File: src/hdl/ffba_pkg.sv
// shared constants, codes and types for the first-fit block allocator
package ffba_pkg;

    localparam int TABLE_ENTRIES = 16;
    localparam int CNT_W         = $clog2(TABLE_ENTRIES + 1);
    localparam int ADDR_W        = 32;
    localparam int SIZE_W        = 24;
    localparam int STATUS_W      = 3;

    // result status codes
    localparam logic [STATUS_W-1:0] ST_OK          = 3'd0;
    localparam logic [STATUS_W-1:0] ST_TABLE_FULL  = 3'd1;
    localparam logic [STATUS_W-1:0] ST_HEAP_LIMIT  = 3'd2;
    localparam logic [STATUS_W-1:0] ST_UNKNOWN     = 3'd3;
    localparam logic [STATUS_W-1:0] ST_DOUBLE_FREE = 3'd4;

    // command codes
    localparam logic CMD_ALLOC = 1'b0;
    localparam logic CMD_FREE  = 1'b1;

    // configuration register indexes
    localparam logic REG_HEAP_START = 1'b0;
    localparam logic REG_HEAP_END   = 1'b1;

    // request broadcast to every cell
    typedef struct packed {
        logic              eval;
        logic              commit_reuse;
        logic              commit_free;
        logic [SIZE_W-1:0] size;
        logic [ADDR_W-1:0] addr;
        logic [ADDR_W-1:0] new_base;
    } cell_ctl_t;

    // priority chain passed from newer cell to older cell
    typedef struct packed {
        logic              fit_seen;
        logic [ADDR_W-1:0] fit_addr;
        logic              base_seen;
        logic              base_used;
    } cell_chain_t;

endpackage

File: src/hdl/ffba_cell.sv
// one table entry with its compare logic and its link in the priority chain
module ffba_cell
    import ffba_pkg::*;
(
    input  logic        clk,
    input  logic        rst_n,
    input  cell_ctl_t   ctl,
    input  logic        entry_valid,
    input  logic        append,
    input  cell_chain_t chain_in,
    output cell_chain_t chain_out
);

    logic              used_reg;
    logic [ADDR_W-1:0] base_reg;
    logic [SIZE_W-1:0] length_reg;
    logic              hit_fit_reg;
    logic              hit_base_reg;
    logic              fit_claim;
    logic              base_claim;

    // compare results, registered while the state machine is in its eval state
    always_ff @(posedge clk or negedge rst_n)
    begin
        if (!rst_n)
        begin
            hit_fit_reg  <= 1'b0;
            hit_base_reg <= 1'b0;
        end
        else if (ctl.eval)
        begin
            hit_fit_reg  <= entry_valid && !used_reg && (length_reg >= ctl.size);
            hit_base_reg <= entry_valid && (base_reg == ctl.addr);
        end
    end

    // newest hit wins: claim only if no newer cell has hit
    assign fit_claim  = hit_fit_reg && !chain_in.fit_seen;
    assign base_claim = hit_base_reg && !chain_in.base_seen;

    always_comb
    begin
        chain_out.fit_seen  = chain_in.fit_seen || hit_fit_reg;
        chain_out.fit_addr  = fit_claim ? base_reg : chain_in.fit_addr;
        chain_out.base_seen = chain_in.base_seen || hit_base_reg;
        chain_out.base_used = base_claim ? used_reg : chain_in.base_used;
    end

    // entry storage
    always_ff @(posedge clk)
    begin
        if (append)
        begin
            used_reg   <= 1'b1;
            base_reg   <= ctl.new_base;
            length_reg <= ctl.size;
        end
        else if (ctl.commit_reuse && fit_claim)
        begin
            used_reg <= 1'b1;
        end
        else if (ctl.commit_free && base_claim)
        begin
            used_reg <= 1'b0;
        end
    end

endmodule

File: src/hdl/first_fit_block_allocator.sv
// first-fit block allocator top level: request control, heap top and the cell row
//
//  channel | direction | handshake            | word
//  --------+-----------+----------------------+-------------------------------
//  in      | input     | in_valid / in_ready  | cmd, req_size, req_addr
//  out     | output    | out_valid / out_ready| block_addr, reused, status
//  cfg     | input     | cfg_we (no wait)     | cfg_index, cfg_data
//
// a request passes the eval state, for the parallel compare in every cell, and then
// the resolve state, for the ripple through the priority chain and the table update.
// a new request can be taken in the resolve state of the one before while out words are taken in time.
// a finished word waits in the output register; the next request is taken
// meanwhile and holds in its resolve cycle until the output register frees.
// reset clears the entry count, the heap top and heap_start, and sets heap_end to all ones.
module first_fit_block_allocator
    import ffba_pkg::*;
(
    input  logic                clk,
    input  logic                rst_n,
    input  logic                in_valid,
    output logic                in_ready,
    input  logic                cmd,
    input  logic [SIZE_W-1:0]   req_size,
    input  logic [ADDR_W-1:0]   req_addr,
    output logic                out_valid,
    input  logic                out_ready,
    output logic [ADDR_W-1:0]   block_addr,
    output logic                reused,
    output logic [STATUS_W-1:0] status,
    input  logic                cfg_we,
    input  logic                cfg_index,
    input  logic [ADDR_W-1:0]   cfg_data
);

    typedef enum logic [1:0] {
        S_IDLE,
        S_EVAL,
        S_RESOLVE
    } state_t;

    state_t              state_reg,      state_next;
    logic                cmd_reg;
    logic [SIZE_W-1:0]   size_reg;
    logic [ADDR_W-1:0]   addr_reg;
    logic [CNT_W-1:0]    count_reg,      count_next;
    logic [ADDR_W-1:0]   heap_top_reg,   heap_top_next;
    logic [ADDR_W-1:0]   heap_start_reg, heap_end_reg;
    logic                out_valid_reg,  out_valid_next;
    logic [ADDR_W-1:0]   out_addr_reg,   out_addr_next;
    logic                out_reused_reg, out_reused_next;
    logic [STATUS_W-1:0] out_status_reg, out_status_next;

    logic                    in_accept;
    logic                    out_free;
    logic                    resolve_go;
    logic                    do_append;
    logic                    table_full;
    logic [ADDR_W:0]         new_top;
    logic                    over_limit;
    cell_ctl_t               ctl;
    cell_chain_t             chain_w [0:TABLE_ENTRIES];
    logic [TABLE_ENTRIES-1:0] entry_valid;
    logic [TABLE_ENTRIES-1:0] append_sel;

    // handshake
    assign out_free   = !out_valid_reg || out_ready;
    assign in_ready   = (state_reg == S_IDLE) || ((state_reg == S_RESOLVE) && out_free);
    assign in_accept  = in_valid && in_ready;
    assign resolve_go = (state_reg == S_RESOLVE) && out_free;

    // heap growth check for an append
    assign table_full = (count_reg >= CNT_W'(TABLE_ENTRIES));
    assign new_top    = {1'b0, heap_top_reg} + {{(ADDR_W + 1 - SIZE_W){1'b0}}, size_reg};
    assign over_limit = (new_top > {1'b0, heap_end_reg});

    // append when nothing fits and there is room
    assign do_append = resolve_go && (cmd_reg == CMD_ALLOC) && !chain_w[0].fit_seen
                       && !table_full && !over_limit;

    // broadcast to the cells
    always_comb
    begin
        ctl.eval         = (state_reg == S_EVAL);
        ctl.commit_reuse = resolve_go && (cmd_reg == CMD_ALLOC) && chain_w[0].fit_seen;
        ctl.commit_free  = resolve_go && (cmd_reg == CMD_FREE) && chain_w[0].base_seen
                           && chain_w[0].base_used;
        ctl.size         = size_reg;
        ctl.addr         = addr_reg;
        ctl.new_base     = heap_top_reg;
    end

    // the newest cell starts the chain with nothing seen
    assign chain_w[TABLE_ENTRIES] = '0;

    // row of entry cells, newest at the top index
    for (genvar i = 0; i < TABLE_ENTRIES; i++)
    begin : g_cell
        assign entry_valid[i] = (count_reg > CNT_W'(i));
        assign append_sel[i]  = do_append && (count_reg == CNT_W'(i));

        ffba_cell u_cell (
            .clk         (clk),
            .rst_n       (rst_n),
            .ctl         (ctl),
            .entry_valid (entry_valid[i]),
            .append      (append_sel[i]),
            .chain_in    (chain_w[i+1]),
            .chain_out   (chain_w[i])
        );
    end

    // next state and result
    always_comb
    begin
        state_next      = state_reg;
        count_next      = count_reg;
        heap_top_next   = heap_top_reg;
        out_valid_next  = out_valid_reg && !out_ready;
        out_addr_next   = out_addr_reg;
        out_reused_next = out_reused_reg;
        out_status_next = out_status_reg;

        case (state_reg)
            S_IDLE:
            begin
                if (in_accept)
                begin
                    state_next = S_EVAL;
                end
            end
            S_EVAL:
            begin
                state_next = S_RESOLVE;
            end
            S_RESOLVE:
            begin
                if (resolve_go)
                begin
                    state_next      = in_accept ? S_EVAL : S_IDLE;
                    out_valid_next  = 1'b1;
                    out_addr_next   = '0;
                    out_reused_next = 1'b0;
                    out_status_next = ST_OK;
                    if (cmd_reg == CMD_ALLOC)
                    begin
                        if (chain_w[0].fit_seen)
                        begin
                            out_addr_next   = chain_w[0].fit_addr;
                            out_reused_next = 1'b1;
                        end
                        else if (table_full)
                        begin
                            out_status_next = ST_TABLE_FULL;
                        end
                        else if (over_limit)
                        begin
                            out_status_next = ST_HEAP_LIMIT;
                        end
                        else
                        begin
                            out_addr_next = heap_top_reg;
                            count_next    = count_reg + 1'b1;
                            heap_top_next = new_top[ADDR_W-1:0];
                        end
                    end
                    else
                    begin
                        if (!chain_w[0].base_seen)
                        begin
                            out_status_next = ST_UNKNOWN;
                        end
                        else if (!chain_w[0].base_used)
                        begin
                            out_status_next = ST_DOUBLE_FREE;
                        end
                    end
                end
            end
            default:
            begin
                state_next = S_IDLE;
            end
        endcase

        // heap_start reloads the top while the table is empty
        if (cfg_we && (cfg_index == REG_HEAP_START) && (count_reg == '0))
        begin
            heap_top_next = cfg_data;
        end
    end

    // state, counters and registered outputs
    always_ff @(posedge clk or negedge rst_n)
    begin
        if (!rst_n)
        begin
            state_reg      <= S_IDLE;
            count_reg      <= '0;
            heap_top_reg   <= '0;
            heap_start_reg <= '0;
            heap_end_reg   <= '1;
            out_valid_reg  <= 1'b0;
        end
        else
        begin
            state_reg     <= state_next;
            count_reg     <= count_next;
            heap_top_reg  <= heap_top_next;
            out_valid_reg <= out_valid_next;
            if (cfg_we && (cfg_index == REG_HEAP_START))
            begin
                heap_start_reg <= cfg_data;
            end
            if (cfg_we && (cfg_index == REG_HEAP_END))
            begin
                heap_end_reg <= cfg_data;
            end
        end
    end

    // request and result payload
    always_ff @(posedge clk)
    begin
        if (in_accept)
        begin
            cmd_reg  <= cmd;
            size_reg <= req_size;
            addr_reg <= req_addr;
        end
        out_addr_reg   <= out_addr_next;
        out_reused_reg <= out_reused_next;
        out_status_reg <= out_status_next;
    end

    assign out_valid  = out_valid_reg;
    assign block_addr = out_addr_reg;
    assign reused     = out_reused_reg;
    assign status     = out_status_reg;

endmodule

File: config.mk
export PLATFORM = sky130hd
export DESIGN_NAME = first_fit_block_allocator
export DESIGN_NICKNAME = d
export VERILOG_FILES = /design/src/hdl/ffba_pkg.sv /design/src/hdl/ffba_cell.sv /design/src/hdl/first_fit_block_allocator.sv
export SDC_FILE = /design/constraint.sdc
export NUM_CORES = 2
export LEC_CHECK = 0
export BUFFER_PORTS_ARGS = -buffer_cell sky130_fd_sc_hd__buf_2
export CORE_UTILIZATION = 40
export DETAILED_ROUTE_END_ITERATION = 10
export PLACE_DENSITY_LB_ADDON = 0.1
export SYNTH_ARGS = -nofsm -noshare
export SYNTH_HDL_FRONTEND = slang
export SYNTH_HIERARCHICAL = 1
export SYNTH_SLANG_ARGS = --single-unit
File: constraint.sdc
create_clock -name clk -period 10.05 [get_ports clk]
set_input_delay 0.5025 -clock clk [delete_from_list [all_inputs] [get_ports clk]]
set_output_delay 0.5025 -clock clk [all_outputs]
set_load 0.02 [all_outputs]
Yosys cells after proc, flatten, opt, wreduce, memory -nomap -nowiden
Index checks and enable logic that the tools add are counted.
{ "totals": {"latch_bits": 0, "in_bits": 95, "regBits": 1109, "memories": 0, "rom_bits": 0, "ramBits": 0, "wordCells": 473, "out_inout_bits": 38} }
{ "op_classes": {"div_mod_pow": 0, "n_mux": 55, "magnitude_cmp": 34, "n_addsub": 2, "n_bitwise": 5, "n_shift": 0, "reduce_logical": 247, "multipliers": 0, "eq_ne": 39} }
{ "op_table": {"columns": ["operator", "n"], "rows": [
  ["two-way mux 32 bit", 26],
  ["equality test 32 bit", 16],
  [">= comparator 24 bit", 16],
  ["logical AND 1 bit", 140],
  ["zero test 1 bit", 51],
  ["equality test 5 x 4 -> 1 bit (second input constant)", 8],
  ["> comparator 5 x 4 -> 1 bit (second input constant)", 8],
  ["adder 32 x 24 -> 33 bit", 1],
  ["> comparator 33 x 32 -> 1 bit", 1],
  ["logical OR 1 bit", 32],
  ["OR reduction 2 bit", 16],
  ["equality test 5 x 3 -> 1 bit (second input constant)", 4],
  ["> comparator 5 x 3 -> 1 bit (second input constant)", 4],
  ["two-way mux 1 bit", 20],
  ["AND reduction 6 bit", 2],
  ["equality test 5 x 2 -> 1 bit (second input constant)", 2],
  ["> comparator 5 x 1 -> 1 bit (second input constant)", 2],
  ["> comparator 5 x 2 -> 1 bit (second input constant)", 2],
  ["two-way mux 2 bit", 5],
  ["two-way mux 3 bit", 3],
  ["inequality test 2 x 1 -> 1 bit (second input constant)", 4],
  ["case mux 2 bit (3 select lines)", 1],
  ["adder 5 x 1 -> 5 bit (second input constant)", 1],
  ["equality test 5 x 1 -> 1 bit (second input constant)", 1],
  ["9 further kinds", 16]
]} }

Logic depth before layout (Yosys ltp)
{ "depth": {"ltp_word": 21, "mapped_depth": 36, "mapped_depth_nobuf": 36} }

Cells and area by module
Netlist, hierarchy kept.
{ "modules_own_cells": {"columns": ["module", "area_per_inst_um2", "cells_per_inst", "n_inst", "seq_area_each_um2"], "rows": [
  ["ffba_cell", 3159.3, 235, 16, 1751.7],
  ["first_fit_block_allocator", 8971.1, 779, 1, 4634.4]
]} }

Least setup slack after synthesis
OpenSTA, ideal clock, no wires.
{ "synth_path": {"path_kind": "reg-to-reg", "startpoint": "register g_cell[15].u_cell.hit_fit_reg", "endpoint": "register g_cell[11].u_cell.base_reg[0], enable pin", "arrival_ps": 9876, "required_time_ps": 9509, "setup_time_ps": 541, "path_stages_with_launch": 23, "path_slack_ps": -368, "path_buffers": 2, "synth_period_minus_slack_ps": 10418, "cell_sequence": "dfrtp_1 or2_2 or2_2 or2_2 or2_2 or2_2 or2_2 or2_2 or2_2 or2_2 or2_2 or2_2 or2_2 or2_2 or2_2 or2_2 or2_2 nor2_1 nand2_1 or4b_1 buf_2 buf_2 nor3_1"} }
{ "synth_rtl": {"columns": ["element", "line", "source"], "rows": [
  ["from (decl)", "ffba_cell.sv:17", "logic hit_fit_reg;"],
  ["from (signal assigned)", "ffba_cell.sv:32", "hit_fit_reg <= entry_valid && !used_reg && (length_reg >= ctl.size);"],
  ["to (signal assigned)", "ffba_cell.sv:55", "base_reg <= ctl.new_base;"],
  ["to (decl)", "ffba_cell.sv:15", "logic [ADDR_W-1:0] base_reg;"]
]} }

==> key figures <==
Finish
  • Multi-input gate area: 0.0252 mm²
  • Fin nets: 5467
  • Max reg flops: about 510
  • Post-route insts no fill: 6958
  • Post-route cell area: 0.0683 mm²
  • Fillers: 13156
  • Synth-to-layout area growth: 14.7%
  • Register area: 0.0327 mm²
  • Layout cells sized above 1: 21.4%
  • Util after Layout: 46.2%

Timing
  • Final Hold Viols: 0
  • Final Worst Setup Slack: 1570 ps
  • Post-Route Setup TNS: 0 ps
  • Fmax: 0.118 GHz
  • Slew @ Worst Pin: 1220 ps
  • Relative max-transition margin: 18.4%
  • Final min period: approximately 8500 ps
  • Final setup vio count: 0
  • Clk_skew: 28.1 ps
  • Period utilization: 84.4%
  • RSZ-0062 raised after global routing: no
  • Final slew viol count: 0
  • Worst hold margin: 57.3 ps

Synth
  • Compound-gate portion of the synthesized area: 6.34%
  • Synth Area in Adders: under 10%
  • Number of synthesized register bits: 1109
  • Xor/xnor share of the synthesized area: 7.99%
  • Mux contribution to synthesized area: 10.8%
  • Ys async rst share: 9.38%
  • Sequential fraction of the synthesis area: between 50% and 60%
  • Largest family of logic cells by synthesized area: multiplexers
  • Simple logic cell fraction of the synthesized area: 7.05%
  • YS warnings: 6
  • Syn Area/Cell: 13.1 µm²
  • Syn Inst Count: ~4500
  • Unique masters post-synth: 76
  • EDFF count, synth: slightly below 1000
  • Synth Flop Type: edfxtp_1
  • Mapped Area: 0.0595 mm²

Placed design
  • Final GP Congestion: between 0.8 and 0.9
  • DP HPWL: 109000 µm
  • Cells after DPL: 6638
  • Placed Area: 0.0634 mm²
  • Worst slack at placement: 1640 ps
  • Port Buffers: 132

Routing
  • WL met1: 77500 µm
  • Wire length on met3: approximately 5900 µm
  • Via count: 36341
  • DR iter-0 viols: 2359
  • Post-DRT Antenna Nets: 0
  • Initial DRT Pass Iterations: 5
  • Drt drc: 0
  • Post-Route WL: ~160000 µm
  • Top Metal Used: met4
  • Routed len/inst: 22.5 µm
  • DR WL met2: 69200 µm
  • Vias/cell: 5.22

Setup path
  • Worst path buffer plus inverter count: 1
  • Crit Reg-Reg Startpoint: g_cell[15].u_cell/hit_fit_reg
  • Setup crit end kind: register
  • Crit-path slowest cell: or4b_1
  • CP Cell Sequence: or2_2 > or2_2 > or2_2 > or2_2 > or2_2 > or2_2 > or2_2 > or2_2 > or2_2 > or2_2 > or2_2 > or2_2 > or2_2 > or2_2 > or2_2 > or2_2 > nor2_1 > nand2_1 > or4b_1 > nor2_4 > buf_12
  • CP Max Fanout: 33
  • CP top delay family: simple AND/OR/NAND/NOR gates
  • Reg2Reg Depth: 21
  • Reg2reg setup slack: about 1600 ps
  • Worst path arrival time: 8900 ps
  • Crit path largest cell delay: around 1000 ps
  • Worst path most repeated cell: or2_2
  • Critical Path RT: 10470 ps
  • Reg2reg end: g_cell[0].u_cell/base_reg[6]
  • Crit Path Category: reg -> reg
  • Type of origin of the critical path: register

Clocking
  • CTS H-tree lvls: 4
  • TritonCTS buffer count: 131
  • CTS sink cnt: 1109
  • Clock transition at path regs: 60 ps
  • CTS tree: built
  • Clock Tree Buf Depth: 3
  • Clock root cell: clkbuf_16
  • Skew-Pair Late Insertion Delay: between 700 and 800 ps

Global route
  • Largest net degree at the start of global routing: 58
  • Grt total ovfl: 0
  • Antenna violations before repair: 2
  • Number of global-route vias before repair: approximately 37000
  • First-pass GRT wire length: 235000 µm
  • Gr usage total: a little over a fifth

Status
  • Status: finished, final reports clean

Floorplan
  • I/O Pins: 133
  • Initial Utilization: 40.3%
  • Core area: 0.148 mm²
  • Num rows: 141
  • Die Ht: 388 µm
  • Die area: about 0.15 mm²
  • Chip width: 388 µm

Power and ir drop
  • Lkg Pwr: 28.4 nW
  • Peak VDD IR: 174 µV
  • PwrDens: between 150 and 200 mW/mm²
  • Total power draw: 11.6 mW

Min path
  • Hold Path End: heap_end_reg[2]
  • HP Class: in -> reg
  • Hold path depth: 2
  • Worst Min Path Start: cfg_data[2]

Run
  • Max Cap Violations: 0
cells in the mapped netlist, drive strengths merged (18+ instances only):
cell | number | area, µm²
edfxtp | 989 | 29700
mux2 | 558 | 6280
xor2 | 458 | 4010
ha | 444 | 5560
inv | 444 | 1670
a21oi | 210 | 1050
nand2 | 177 | 667
o21ai | 122 | 611
nor4 | 98 | 613
xnor2 | 85 | 744
nand3 | 81 | 405
dfrtp | 72 | 1800
buf | 63 | 307
nor2 | 63 | 236
and4 | 49 | 429
nand2b | 42 | 263
o211ai | 41 | 308
nor2b | 40 | 250
nand4 | 39 | 244
clkbuf | 34 | 128
a22o | 33 | 289
nand3b | 33 | 248
or4 | 33 | 248
dfstp | 32 | 841
or2 | 32 | 200
nor3 | 31 | 160
o21a | 25 | 188
a221o | 19 | 190
o311ai | 18 | 158
area by class of cell:
type,instances,area share (%)
Sequential cell,1109,47.9
Timing Repair Buffer,314,3.45
Tap cell,1930,3.54
Clock buffer,187,5.40
Antenna cell,1,0.00367
Clock inverter,46,0.447
Inverter,444,2.44
Multi-Input combinational cell,2927,36.9
cell usage in the layout, fill, tap and decap left out, types with 23 or more instances in the layout:
master and instances:
nor4_1 98, dlygate4sd3_1 86, dfstp_2 32, dfrtp_1 72
or4_1 33, nand3b_1 33, buf_2 131, mux2_2 550
nand3_1 81, o211ai_1 41, nand2_1 176, clkbuf_1 44
buf_4 88, nor3_1 23, ha_1 444, inv_1 444
xnor2_1 85, nand2b_1 42, nand4_1 39, conb_1 39
xor2_1 458, nor2_1 54, or2_2 32, o21ai_0 99
a22o_1 33, and4_1 49, edfxtp_1 989, o21a_1 25
clkbuf_16 138, o21ai_1 23, a21oi_1 209
kinds of logic after synthesis:
logic type               Yosys count
buffers and inverters            541
multiplexers                     575
adder cells (fa/ha/maj)          445
AND/OR/NAND/NOR                  752
AO/OA/AOI/OAI                    573
flip-flops                      1109
other                              1
XOR/XNOR                         543
where the power goes:
part	internal [mW]	switching, mW
clock network	2.62	1.87
registers	5.13	0.0894
logic	0.947	0.952
total	8.69	2.91
what timing repair did:
item | CTS | global route
hold buffers | 86 | 0
hold endpoints to repair | 116 | 0
setup buffers | 0 | 0
gates resized for setup | 0 | 0
routing by layer:
metal	vias up	GRT usage (%)
li1	17512	-
met4	0	5.91
met3	187	2.81
met5	-	0
met2	683	32.2
met1	17959	30.4
worst max path at each step:
stage	slack, ps	cells after the start	end	start
6_report	1570	21	g_cell[0].u_cell/base_reg[6]	g_cell[15].u_cell/hit_fit_reg
5_1_grt	1360	21	g_cell[0].u_cell/base_reg[23]	g_cell[15].u_cell/hit_fit_reg
4_1_cts	1600	21	g_cell[0].u_cell/base_reg[23]	g_cell[15].u_cell/hit_fit_reg
3_5_place_dp	1640	21	g_cell[0].u_cell/base_reg[13]	g_cell[15].u_cell/hit_fit_reg
3_3_place_gp	1620	21	g_cell[0].u_cell/base_reg[20]	g_cell[15].u_cell/hit_fit_reg
2_1_floorplan	-370	22	g_cell[11].u_cell/base_reg[0]	g_cell[15].u_cell/hit_fit_reg
(Power assumes the default switching activity.)
